===== src/rtl/core/haptic_pattern_player_defines.svh =====
// Assertion macros for the haptic pattern player.
// Used by the top level only; no other dependencies.
`ifndef HAPTIC_PATTERN_PLAYER_DEFINES_SVH
`define HAPTIC_PATTERN_PLAYER_DEFINES_SVH

// Condition must hold on every edge outside reset.
`define HPP_ASSERT_HOLDS(label, clk, rst, cond, msg) \
  label: assert property (@(posedge clk) disable iff (rst) (cond)) else $error(msg);

// Antecedent implies consequent on the same edge.
`define HPP_ASSERT_IMPLIES(label, clk, rst, ante, cons, msg) \
  label: assert property (@(posedge clk) disable iff (rst) (ante) |-> (cons)) \
    else $error(msg);

// Antecedent implies consequent on the following edge.
`define HPP_ASSERT_NEXT(label, clk, rst, ante, cons, msg) \
  label: assert property (@(posedge clk) disable iff (rst) (ante) |=> (cons)) \
    else $error(msg);

`endif


===== src/rtl/core/hpp_pkg.sv =====
// Shared types, constants and the pattern table of the haptic pattern player.
// No dependencies.
package hpp_pkg;

  localparam int PAT_W             = 3;
  localparam int MS_W              = 7;
  localparam int STEP_W            = 3;
  localparam int STEP_CNT_W        = STEP_W + 1;
  localparam int TABLE_ROWS        = 7;
  localparam int TABLE_STEPS       = 6;
  localparam int PATTERN_COUNT     = 7;
  localparam int MAX_PATTERN_STEPS = 6;

  typedef enum logic {
    CMD_PLAY = 1'b0,
    CMD_TICK = 1'b1
  } cmd_kind_t;

  typedef struct packed {
    cmd_kind_t        kind;
    logic [PAT_W-1:0] pattern;
  } cmd_t;

  typedef struct packed {
    logic motor_on;
    logic dropped;
    logic busy;
  } result_t;

  typedef struct packed {
    logic enable;
    logic playing;
    logic motor;
    logic in_off;
  } player_status_t;

  // Raw number of steps in each pattern row.
  function automatic logic [STEP_CNT_W-1:0] raw_len(logic [PAT_W-1:0] p);
    logic [STEP_CNT_W-1:0] n;
    n = '0;
    unique case (p)
      3'd0, 3'd1, 3'd2, 3'd3, 3'd4, 3'd5: n = STEP_CNT_W'(1);
      3'd6:                               n = STEP_CNT_W'(3);
      default:                            n = '0;
    endcase
    return n;
  endfunction

  // Step count, clipped to the table width and the play limit.
  function automatic logic [STEP_CNT_W-1:0] steps_of(logic [PAT_W-1:0] p);
    int n;
    n = int'(raw_len(p));
    if (n > TABLE_STEPS) n = TABLE_STEPS;
    if (n > MAX_PATTERN_STEPS) n = MAX_PATTERN_STEPS;
    return STEP_CNT_W'(n);
  endfunction

  function automatic logic [MS_W-1:0] step_on(logic [PAT_W-1:0] p, logic [STEP_W-1:0] s);
    logic [MS_W-1:0] v;
    v = '0;
    unique case (p)
      3'd0:    v = (s == '0) ? MS_W'(60)  : '0;
      3'd1:    v = (s == '0) ? MS_W'(40)  : '0;
      3'd2:    v = (s == '0) ? MS_W'(30)  : '0;
      3'd3:    v = (s == '0) ? MS_W'(60)  : '0;
      3'd4:    v = (s == '0) ? MS_W'(100) : '0;
      3'd5:    v = (s == '0) ? MS_W'(25)  : '0;
      3'd6:    v = (s < STEP_W'(3)) ? MS_W'(80) : '0;
      default: v = '0;
    endcase
    return v;
  endfunction

  function automatic logic [MS_W-1:0] step_off(logic [PAT_W-1:0] p, logic [STEP_W-1:0] s);
    logic [MS_W-1:0] v;
    v = '0;
    unique case (p)
      3'd6:    v = (s < STEP_W'(2)) ? MS_W'(80) : '0;
      default: v = '0;
    endcase
    return v;
  endfunction

  function automatic logic pattern_ok(logic [PAT_W-1:0] p);
    return (int'(p) < PATTERN_COUNT) && (int'(p) < TABLE_ROWS);
  endfunction

endpackage


===== src/rtl/core/haptic_pattern_player.sv =====
// Top level of the haptic pattern player: front end, sequencer, result queue.
// Depends on hpp_pkg, hpp_front, hpp_player, hpp_res_q and the defines header.
//
//  channel   handshake        beat contents
//  -------   ---------------  ---------------------------------
//  input     push / full      op, pattern
//  result    empty / pop      motor_on, dropped, busy_res
//  config    cfg_we           cfg_wdata (enable)
//
// One beat in and one result out per cycle, sustained while the consumer pops.
// A beat is registered in the command queue, the sequencer works out its
// result at the queue head, and the result queue registers it for the
// result ports. Reset is synchronous; enable comes up at 1, the request
// queue holds no entries and its store needs no clearing. A stalled consumer
// fills the result queue, then the command queue, then raises full.
`include "haptic_pattern_player_defines.svh"

module haptic_pattern_player
  import hpp_pkg::*;
#(
  parameter int QUEUE_DEPTH = 8
)
(
  input  logic             clk,
  input  logic             rst,
  input  logic             push,
  output logic             full,
  input  logic             op,
  input  logic [PAT_W-1:0] pattern,
  output logic             empty,
  input  logic             pop,
  output logic             motor_on,
  output logic             dropped,
  output logic             busy_res,
  input  logic             cfg_we,
  input  logic             cfg_wdata
);

  logic           cmd_valid;
  cmd_t           cmd;
  logic           cmd_take;
  logic           res_ready;
  logic           res_valid;
  result_t        res;
  result_t        res_out;
  player_status_t status;

  // Accept and tag beats; hold them until the sequencer takes them.
  hpp_front u_front (
    .clk      (clk),
    .rst      (rst),
    .push     (push),
    .full     (full),
    .op       (op),
    .pattern  (pattern),
    .cmd_valid(cmd_valid),
    .cmd      (cmd),
    .cmd_take (cmd_take)
  );

  // Execute one command per cycle while the result queue has room.
  hpp_player #(
    .QUEUE_DEPTH(QUEUE_DEPTH)
  ) u_player (
    .clk      (clk),
    .rst      (rst),
    .cfg_we   (cfg_we),
    .cfg_wdata(cfg_wdata),
    .cmd_valid(cmd_valid),
    .cmd      (cmd),
    .cmd_take (cmd_take),
    .res_ready(res_ready),
    .res_valid(res_valid),
    .res      (res),
    .status   (status)
  );

  // Hold results until the consumer pops them.
  hpp_res_q u_res_q (
    .clk     (clk),
    .rst     (rst),
    .wr_valid(res_valid),
    .wr_data (res),
    .wr_ready(res_ready),
    .empty   (empty),
    .pop     (pop),
    .rd_data (res_out)
  );

  assign motor_on = res_out.motor_on;
  assign dropped  = res_out.dropped;
  assign busy_res = res_out.busy;

  // The motor never runs, and no phase is pending, outside a pattern.
  `HPP_ASSERT_IMPLIES(a_idle_quiet, clk, rst, !status.playing, !status.motor && !status.in_off, "motor or off phase active while idle")
  // A disabled player never plays.
  `HPP_ASSERT_IMPLIES(a_disabled_idle, clk, rst, !status.enable, !status.playing, "playing while disabled")
  // Writing enable low stops playback on the next edge.
  `HPP_ASSERT_NEXT(a_disable_stops, clk, rst, cfg_we && !cfg_wdata, !status.playing && !status.motor, "disable did not stop playback")
  // A waiting result that reports idle never drives the motor.
  `HPP_ASSERT_IMPLIES(a_result_idle, clk, rst, !empty && !busy_res, !motor_on, "result drives motor while idle")

endmodule


===== src/rtl/core/hpp_front.sv =====
// Front end: accepts items, tags them as play request or tick, holds them
// in a two-slot command queue. Depends on hpp_pkg.
module hpp_front
  import hpp_pkg::*;
(
  input  logic             clk,
  input  logic             rst,
  input  logic             push,
  output logic             full,
  input  logic             op,
  input  logic [PAT_W-1:0] pattern,
  output logic             cmd_valid,
  output cmd_t             cmd,
  input  logic             cmd_take
);

  localparam int SLOTS = 2;

  logic [1:0] cnt;
  logic       wr_ptr;
  logic       rd_ptr;
  logic       accept;
  cmd_t       slot [SLOTS];

  assign full      = (cnt == 2'(SLOTS));
  assign accept    = push && !full;
  assign cmd_valid = (cnt != '0);
  assign cmd       = slot[rd_ptr];

  always_ff @(posedge clk) begin
    if (rst) begin
      cnt    <= '0;
      wr_ptr <= 1'b0;
      rd_ptr <= 1'b0;
    end else begin
      if (accept) wr_ptr <= ~wr_ptr;
      if (cmd_take) rd_ptr <= ~rd_ptr;
      unique case ({accept, cmd_take})
        2'b10:   cnt <= cnt + 1'b1;
        2'b01:   cnt <= cnt - 1'b1;
        default: cnt <= cnt;
      endcase
    end
  end

  always_ff @(posedge clk) begin
    if (accept) begin
      slot[wr_ptr].kind    <= op ? CMD_TICK : CMD_PLAY;
      slot[wr_ptr].pattern <= pattern;
    end
  end

endmodule


===== src/rtl/core/hpp_player.sv =====
// Back end: request queue, pattern sequencer and enable register; depends on
// hpp_pkg. Executes one command per cycle while the result queue has room.
module hpp_player
  import hpp_pkg::*;
#(
  parameter int QUEUE_DEPTH = 8
)
(
  input  logic           clk,
  input  logic           rst,
  input  logic           cfg_we,
  input  logic           cfg_wdata,
  input  logic           cmd_valid,
  input  cmd_t           cmd,
  output logic           cmd_take,
  input  logic           res_ready,
  output logic           res_valid,
  output result_t        res,
  output player_status_t status
);

  localparam int AW = (QUEUE_DEPTH > 1) ? $clog2(QUEUE_DEPTH) : 1;
  localparam int CW = $clog2(QUEUE_DEPTH + 1);

  typedef struct packed {
    logic              found;
    logic [STEP_W-1:0] idx;
    logic              motor;
    logic              off;
    logic [MS_W-1:0]   ms;
  } scan_t;

  // Find the first step at or after 'first' with a nonzero phase.
  function automatic scan_t scan_from(logic [PAT_W-1:0] p, logic [STEP_CNT_W-1:0] first);
    scan_t                 r;
    logic [STEP_CNT_W-1:0] n;
    logic [MS_W-1:0]       on_ms;
    logic [MS_W-1:0]       off_ms;
    r = '0;
    n = steps_of(p);
    for (int j = 0; j < TABLE_STEPS; j++) begin
      on_ms  = step_on(p, STEP_W'(j));
      off_ms = step_off(p, STEP_W'(j));
      if (!r.found && STEP_CNT_W'(j) >= first && STEP_CNT_W'(j) < n) begin
        if (on_ms != '0) begin
          r = '{found: 1'b1, idx: STEP_W'(j), motor: 1'b1, off: 1'b0, ms: on_ms};
        end else if (off_ms != '0) begin
          r = '{found: 1'b1, idx: STEP_W'(j), motor: 1'b0, off: 1'b1, ms: off_ms};
        end
      end
    end
    return r;
  endfunction

  logic                  enable,   enable_next;
  logic [AW-1:0]         head,     head_next;
  logic [AW-1:0]         tail,     tail_next;
  logic [CW-1:0]         count,    count_next;
  logic                  playing,  playing_next;
  logic [PAT_W-1:0]      cur_pat,  cur_pat_next;
  logic [STEP_W-1:0]     step_idx, step_idx_next;
  logic                  in_off,   in_off_next;
  logic [MS_W-1:0]       ms_left,  ms_left_next;
  logic                  motor,    motor_next;

  logic [PAT_W-1:0]      mem [QUEUE_DEPTH];
  logic [PAT_W-1:0]      head_data;

  logic                  fire;
  logic                  we;
  logic                  refused;
  logic                  do_scan;
  logic [PAT_W-1:0]      scan_pat;
  logic [STEP_CNT_W-1:0] scan_first;
  scan_t                 sc;
  logic [MS_W-1:0]       ms_dec;
  logic [MS_W-1:0]       off_ms;

  assign fire     = cmd_valid && res_ready;
  assign cmd_take = fire;

  always_comb begin
    enable_next   = enable;
    head_next     = head;
    tail_next     = tail;
    count_next    = count;
    playing_next  = playing;
    cur_pat_next  = cur_pat;
    step_idx_next = step_idx;
    in_off_next   = in_off;
    ms_left_next  = ms_left;
    motor_next    = motor;
    we            = 1'b0;
    refused       = 1'b0;
    do_scan       = 1'b0;
    scan_pat      = cur_pat;
    scan_first    = '0;
    ms_dec        = (ms_left != '0) ? ms_left - 1'b1 : ms_left;
    off_ms        = step_off(cur_pat, step_idx);

    if (fire) begin
      unique case (cmd.kind)
        CMD_PLAY: begin
          if (!enable || count == CW'(QUEUE_DEPTH)) begin
            refused = 1'b1;
          end else begin
            we         = 1'b1;
            tail_next  = (tail == AW'(QUEUE_DEPTH - 1)) ? '0 : tail + 1'b1;
            count_next = count + 1'b1;
          end
        end
        CMD_TICK: begin
          if (!playing) begin
            if (count != '0) begin
              head_next  = (head == AW'(QUEUE_DEPTH - 1)) ? '0 : head + 1'b1;
              count_next = count - 1'b1;
              if (enable && pattern_ok(head_data)) begin
                playing_next = 1'b1;
                cur_pat_next = head_data;
                do_scan      = 1'b1;
                scan_pat     = head_data;
              end
            end
          end else begin
            ms_left_next = ms_dec;
            if (ms_dec == '0) begin
              do_scan    = 1'b1;
              scan_first = {1'b0, step_idx} + 1'b1;
              if (!in_off) begin
                motor_next = 1'b0;
                if (off_ms != '0) begin
                  in_off_next  = 1'b1;
                  ms_left_next = off_ms;
                  do_scan      = 1'b0;
                end
              end
            end
          end
        end
        default: ;
      endcase
    end

    sc = scan_from(scan_pat, scan_first);
    if (do_scan) begin
      if (sc.found) begin
        step_idx_next = sc.idx;
        motor_next    = sc.motor;
        in_off_next   = sc.off;
        ms_left_next  = sc.ms;
      end else begin
        playing_next  = 1'b0;
        motor_next    = 1'b0;
        in_off_next   = 1'b0;
        ms_left_next  = '0;
        step_idx_next = '0;
      end
    end

    // Disabling stops playback at once.
    if (cfg_we) begin
      enable_next = cfg_wdata;
      if (!cfg_wdata) begin
        playing_next  = 1'b0;
        motor_next    = 1'b0;
        in_off_next   = 1'b0;
        ms_left_next  = '0;
        step_idx_next = '0;
      end
    end
  end

  always_ff @(posedge clk) begin
    if (rst) begin
      enable   <= 1'b1;
      head     <= '0;
      tail     <= '0;
      count    <= '0;
      playing  <= 1'b0;
      cur_pat  <= '0;
      step_idx <= '0;
      in_off   <= 1'b0;
      ms_left  <= '0;
      motor    <= 1'b0;
    end else begin
      enable   <= enable_next;
      head     <= head_next;
      tail     <= tail_next;
      count    <= count_next;
      playing  <= playing_next;
      cur_pat  <= cur_pat_next;
      step_idx <= step_idx_next;
      in_off   <= in_off_next;
      ms_left  <= ms_left_next;
      motor    <= motor_next;
    end
  end

  // Request store; read port tracks the next head, with write bypass.
  always_ff @(posedge clk) begin
    if (we) mem[tail] <= cmd.pattern;
    if (we && tail == head_next) begin
      head_data <= cmd.pattern;
    end else begin
      head_data <= mem[head_next];
    end
  end

  assign res_valid    = fire;
  assign res.motor_on = motor_next;
  assign res.dropped  = refused;
  assign res.busy     = playing_next;

  assign status = '{enable: enable, playing: playing, motor: motor, in_off: in_off};

endmodule


===== src/rtl/core/hpp_res_q.sv =====
// Result queue: two-slot buffer between the sequencer and the consumer.
// Depends on hpp_pkg.
module hpp_res_q
  import hpp_pkg::*;
(
  input  logic    clk,
  input  logic    rst,
  input  logic    wr_valid,
  input  result_t wr_data,
  output logic    wr_ready,
  output logic    empty,
  input  logic    pop,
  output result_t rd_data
);

  localparam int SLOTS = 2;

  logic [1:0] cnt;
  logic       wr_ptr;
  logic       rd_ptr;
  logic       wr;
  logic       rd;
  result_t    slot [SLOTS];

  assign wr_ready = (cnt != 2'(SLOTS));
  assign wr       = wr_valid && wr_ready;
  assign empty    = (cnt == '0);
  assign rd       = pop && !empty;
  assign rd_data  = slot[rd_ptr];

  always_ff @(posedge clk) begin
    if (rst) begin
      cnt    <= '0;
      wr_ptr <= 1'b0;
      rd_ptr <= 1'b0;
    end else begin
      if (wr) wr_ptr <= ~wr_ptr;
      if (rd) rd_ptr <= ~rd_ptr;
      unique case ({wr, rd})
        2'b10:   cnt <= cnt + 1'b1;
        2'b01:   cnt <= cnt - 1'b1;
        default: cnt <= cnt;
      endcase
    end
  end

  always_ff @(posedge clk) begin
    if (wr) slot[wr_ptr] <= wr_data;
  end

endmodule

===== config.mk =====
export PLATFORM = sky130hd
export DESIGN_NAME = haptic_pattern_player
export DESIGN_NICKNAME = d
export VERILOG_FILES = /design/src/rtl/core/hpp_pkg.sv /design/src/rtl/core/haptic_pattern_player.sv /design/src/rtl/core/hpp_front.sv /design/src/rtl/core/hpp_player.sv /design/src/rtl/core/hpp_res_q.sv
export VERILOG_INCLUDE_DIRS = /design/src /design/src/rtl/core
export SDC_FILE = /design/constraint.sdc
export NUM_CORES = 1
export LEC_CHECK = 0
export BUFFER_PORTS_ARGS = -buffer_cell sky130_fd_sc_hd__buf_4
export CAP_MARGIN = 30
export CELL_PAD_IN_SITES_DETAIL_PLACEMENT = 1
export CELL_PAD_IN_SITES_GLOBAL_PLACEMENT = 2
export CORE_ASPECT_RATIO = 1.1
export CORE_UTILIZATION = 45
export CTS_CLUSTER_SIZE = 8
export DETAILED_ROUTE_END_ITERATION = 6
export PLACE_DENSITY_LB_ADDON = 0.05
export SLEW_MARGIN = 25
export SYNTH_ARGS = -nofsm -noshare
export SYNTH_HDL_FRONTEND = slang
export SYNTH_SLANG_ARGS = --single-unit

===== constraint.sdc =====
create_clock -name clk -period 5.1 [get_ports clk]
set_input_delay 0.255 -clock clk [delete_from_list [all_inputs] [get_ports clk]]
set_output_delay 0.255 -clock clk [all_outputs]
set_load 0.05 [all_outputs]

==> summary.txt <==
Final layout
  – # nets final: 373
  – Most common cell after layout, fill and taps aside: nor2_1
  – Final instance area: 0.00417 mm2
  – Fillers: 899
  – Final std cells w/o fill: 464
  – Layout cells sized above 1: 18.5%
  – # diodes: 0
  – Most frequent cells in the layout: nor2_1 (47), dfxtp_1 (40), edfxtp_1 (38)
  – Layout area overhead: 10.9%

Global routing
  – Initial antenna violation count: 0
  – GRT overflow: 0
  – Vias in the first global route: 2,591
  – First-pass GRT wire length: 13,000 um
  – Aggregate global-route resource usage: 19.7%
  – Largest net degree at the start of global routing: 28

Flow run
  – MaxCap Viol Count: 0

Detailed routing
  – Routed WL: 7600 um
  – Post-route DRC: 0
  – DRT Pass-1 Iters: 4
  – DRT antenna net count: 0
  – Wire per inst: 16.4 um
  – Via count: 2,518
  – Via/cell ratio: 5.43
  – Initial DRC count: 56

Logic synthesis
  – Distinct cells, synth: 65
  – Synth warnings: 0
  – Post-synth EDFFs: 38
  – Post-synth net total: 357
  – Avg Cell Area, Syn: 11.2 um2
  – Post-Syn Instances: 335
  – Mapped cell area: 0.00376 mm2
  – Post-synth ARST share: 0%
  – FF+latch count, synth: 78
  – Sequential-to-total area share from yosys stat: 51.6%
  – Dominant register cell in the synthesized netlist: dfxtp_1

Worst setup path
  – Worst endpoint required time: 5370 ps
  – Worst-path cell chain: mux4_2 > mux2i_1 > o211a_1 > a21o_1 > nand2b_1 > o311ai_2 > or4_4 > o32ai_2
  – Bufs and invs on worst path: 0
  – CP Capture Type: register
  – Critical path's largest stage delay: 620 ps
  – Setup CP Type: register to register
  – Startpoint Class: register
  – CP Max Fanout: 8
  – Critical path's slowest cell: or4_4
  – Worst Reg-to-Reg Cells: 8
  – Critical Path AT: 3510 ps
  – CP top delay family: multiplexers
  – Critical path depth: 8

Timing
  – Endpoints failing setup: 0
  – Final hold vios: 0
  – Setup TNS: 0 ps
  – Clock Skews: 12.0 ps
  – Slew Viols, Final: 0
  – Tcrit/Tclk final: 63.6%
  – Final min period: 3250 ps
  – Worst hold slack: 99.1 ps
  – Setup WS post-layout: 1850 ps
  – Worst-Margin Slew: 808 ps
  – RSZ-0062 raised after global routing: false
  – Fmax: 308 MHz
  – Rel. slew slack: 45.9%

Place
  – Pre-CTS setup slack: 1810 ps
  – Inst Count DP: 448
  – Port bufs: 14
  – Placer congestion estimate: 0.795
  – Half-perimeter wire length after placement: 5610 um
  – DP Area: 0.00396 mm2

Floorplanning
  – Die H: 97.9 um
  – Top Ports: 15
  – Die ar.: 0.00873 mm2
  – Starting Density: 47.0%
  – Chip width: 89.2 um
  – Core ar.: 0.00800 mm2
  – Row cnt: 34

Clock tree
  – Setup Buffers After CTS: 0
  – CTS sink cnt: 78
  – CTS resizes: 0
  – Root buf cell: clkbuf_8
  – CTS tree: built
  – Clock transition at path regs: 90 ps
  – H-tree levels: 3
  – Clock latency on the worst-skew pair: 350 ps
  – Number of CTS-inserted buffers: 9
  – Hold buffers post-CTS: 0
  – CTS Buffer Depth: 2

Status
  – Outcome: finished clean

Pwr
  – Pwr dens: 500 mW/mm2
  – IR drop worst, VDD: 256 uV
  – Leak pwr: 1.51 nW

Hold path
  – Hold WC Path Type: primary input to register
  – WHS Path Cells: 1
-- synthesized netlist by cell type, types with 3 or more instances --
cell | instances | area share [%]
mux2i_1 | 10 | 2.7
dfxtp_1 | 40 | 21
or4_1 | 3 | 0.60
nand2b_1 | 3 | 0.50
ha_1 | 11 | 3.7
nor3b_1 | 5 | 1.0
edfxtp_1 | 38 | 30
nand2_1 | 17 | 1.7
or2_2 | 3 | 0.50
nand3_1 | 7 | 0.93
nor2b_1 | 9 | 1.5
o21a_1 | 3 | 0.60
mux4_2 | 5 | 3.0
a211oi_1 | 3 | 0.60
xnor2_1 | 10 | 2.3
o21ai_0 | 6 | 0.80
nor3_1 | 12 | 1.6
xor2_1 | 5 | 1.2
mux2_2 | 9 | 2.7
o22ai_1 | 5 | 0.83
or3_1 | 4 | 0.67
clkbuf_1 | 7 | 0.70
a21oi_1 | 13 | 1.7
inv_1 | 11 | 1.1
nor2_1 | 47 | 4.7
-- metrics by stage --
| step | total power [mW] | utilization (%) |
|---|---|---|
| floorplan | 1.45 | - |
| global placement | 1.60 | 49.5 |
| detailed placement | 1.62 | 49.5 |
| CTS | 2.11 | 52.1 |
| global route | 2.22 | 52.1 |
| finish | 2.08 | 52.1 |
-- flip-flops by register name, summed over array words and instances (netlist names), named ones only --
signal,flops
u_front.cnt,2
u_front.rd_ptr,1
u_front.slot,8
u_front.wr_ptr,1
u_player.count,4
u_player.cur_pat,3
u_player.enable,1
u_player.head,3
u_player.in_off,1
u_player.mem,24
u_player.motor,1
u_player.ms_left,7
u_player.playing,1
u_player.step_idx,3
u_player.tail,3
u_res_q.cnt,2
u_res_q.rd_ptr,1
u_res_q.slot,6
u_res_q.wr_ptr,1
-- final timing paths --
check / end / slack, ps / from
worst max-delay path: u_player.ms_left[0] / 1850 / register
worst min register to register: register / 500 / u_player.head[1]
worst max register to register: u_player.ms_left[0] / 1850 / register
worst min-delay path: u_front.slot[1][2] / 100 / pattern[2]
-- layer usage --
| metal | GRT usage (%) | wire (um) |
|---|---|---|
| met5 | 0 | 0 |
| met1 | 26.0 | 3560 |
| met3 | 4.06 | 162 |
| met2 | 32.4 | 3820 |
| met4 | 5.49 | 63 |
-- worst reg2reg max path: cells and delay by family (launching register included) --
kind            cells  cell delay (ps)
compound gates      4              860
flops               1              610
mux                 2              940
simple gates        2              770
-- report_power, final --
group,total (mW),switching (mW),internal [mW]
logic,0.735,0.436,0.299
registers,0.866,0.0845,0.781
clock network,0.483,0.241,0.242
total,2.08,0.761,1.32
-- layout make-up --
cell class | count | area, um2 | area share [%]
Sequential cell | 78 | 1940 | 46.6
Timing Repair Buffer | 15 | 113 | 2.70
Inverter | 11 | 41.3 | 0.990
Clock inverter | 6 | 70.1 | 1.68
Multi-Input combinational cell | 236 | 1730 | 41.5
Clock buffer | 10 | 138 | 3.30
Tap cell | 108 | 135 | 3.24
-- kinds of logic (layout without fill, tap and decap cells) --
logic type	after synthesis	count (layout)	share of synthesized area, %
AOI/OAI and AO/OA	52	52	10.2
xor gates and xnor gates	15	15	3.49
adders and majority gates	12	12	4.19
buffers and inverters	21	42	2.33
DFF	78	78	51.6
muxes	26	26	9.09
and+or+nand+nor	131	131	19.1
Note: power is estimated with default switching activity, not from simulation.
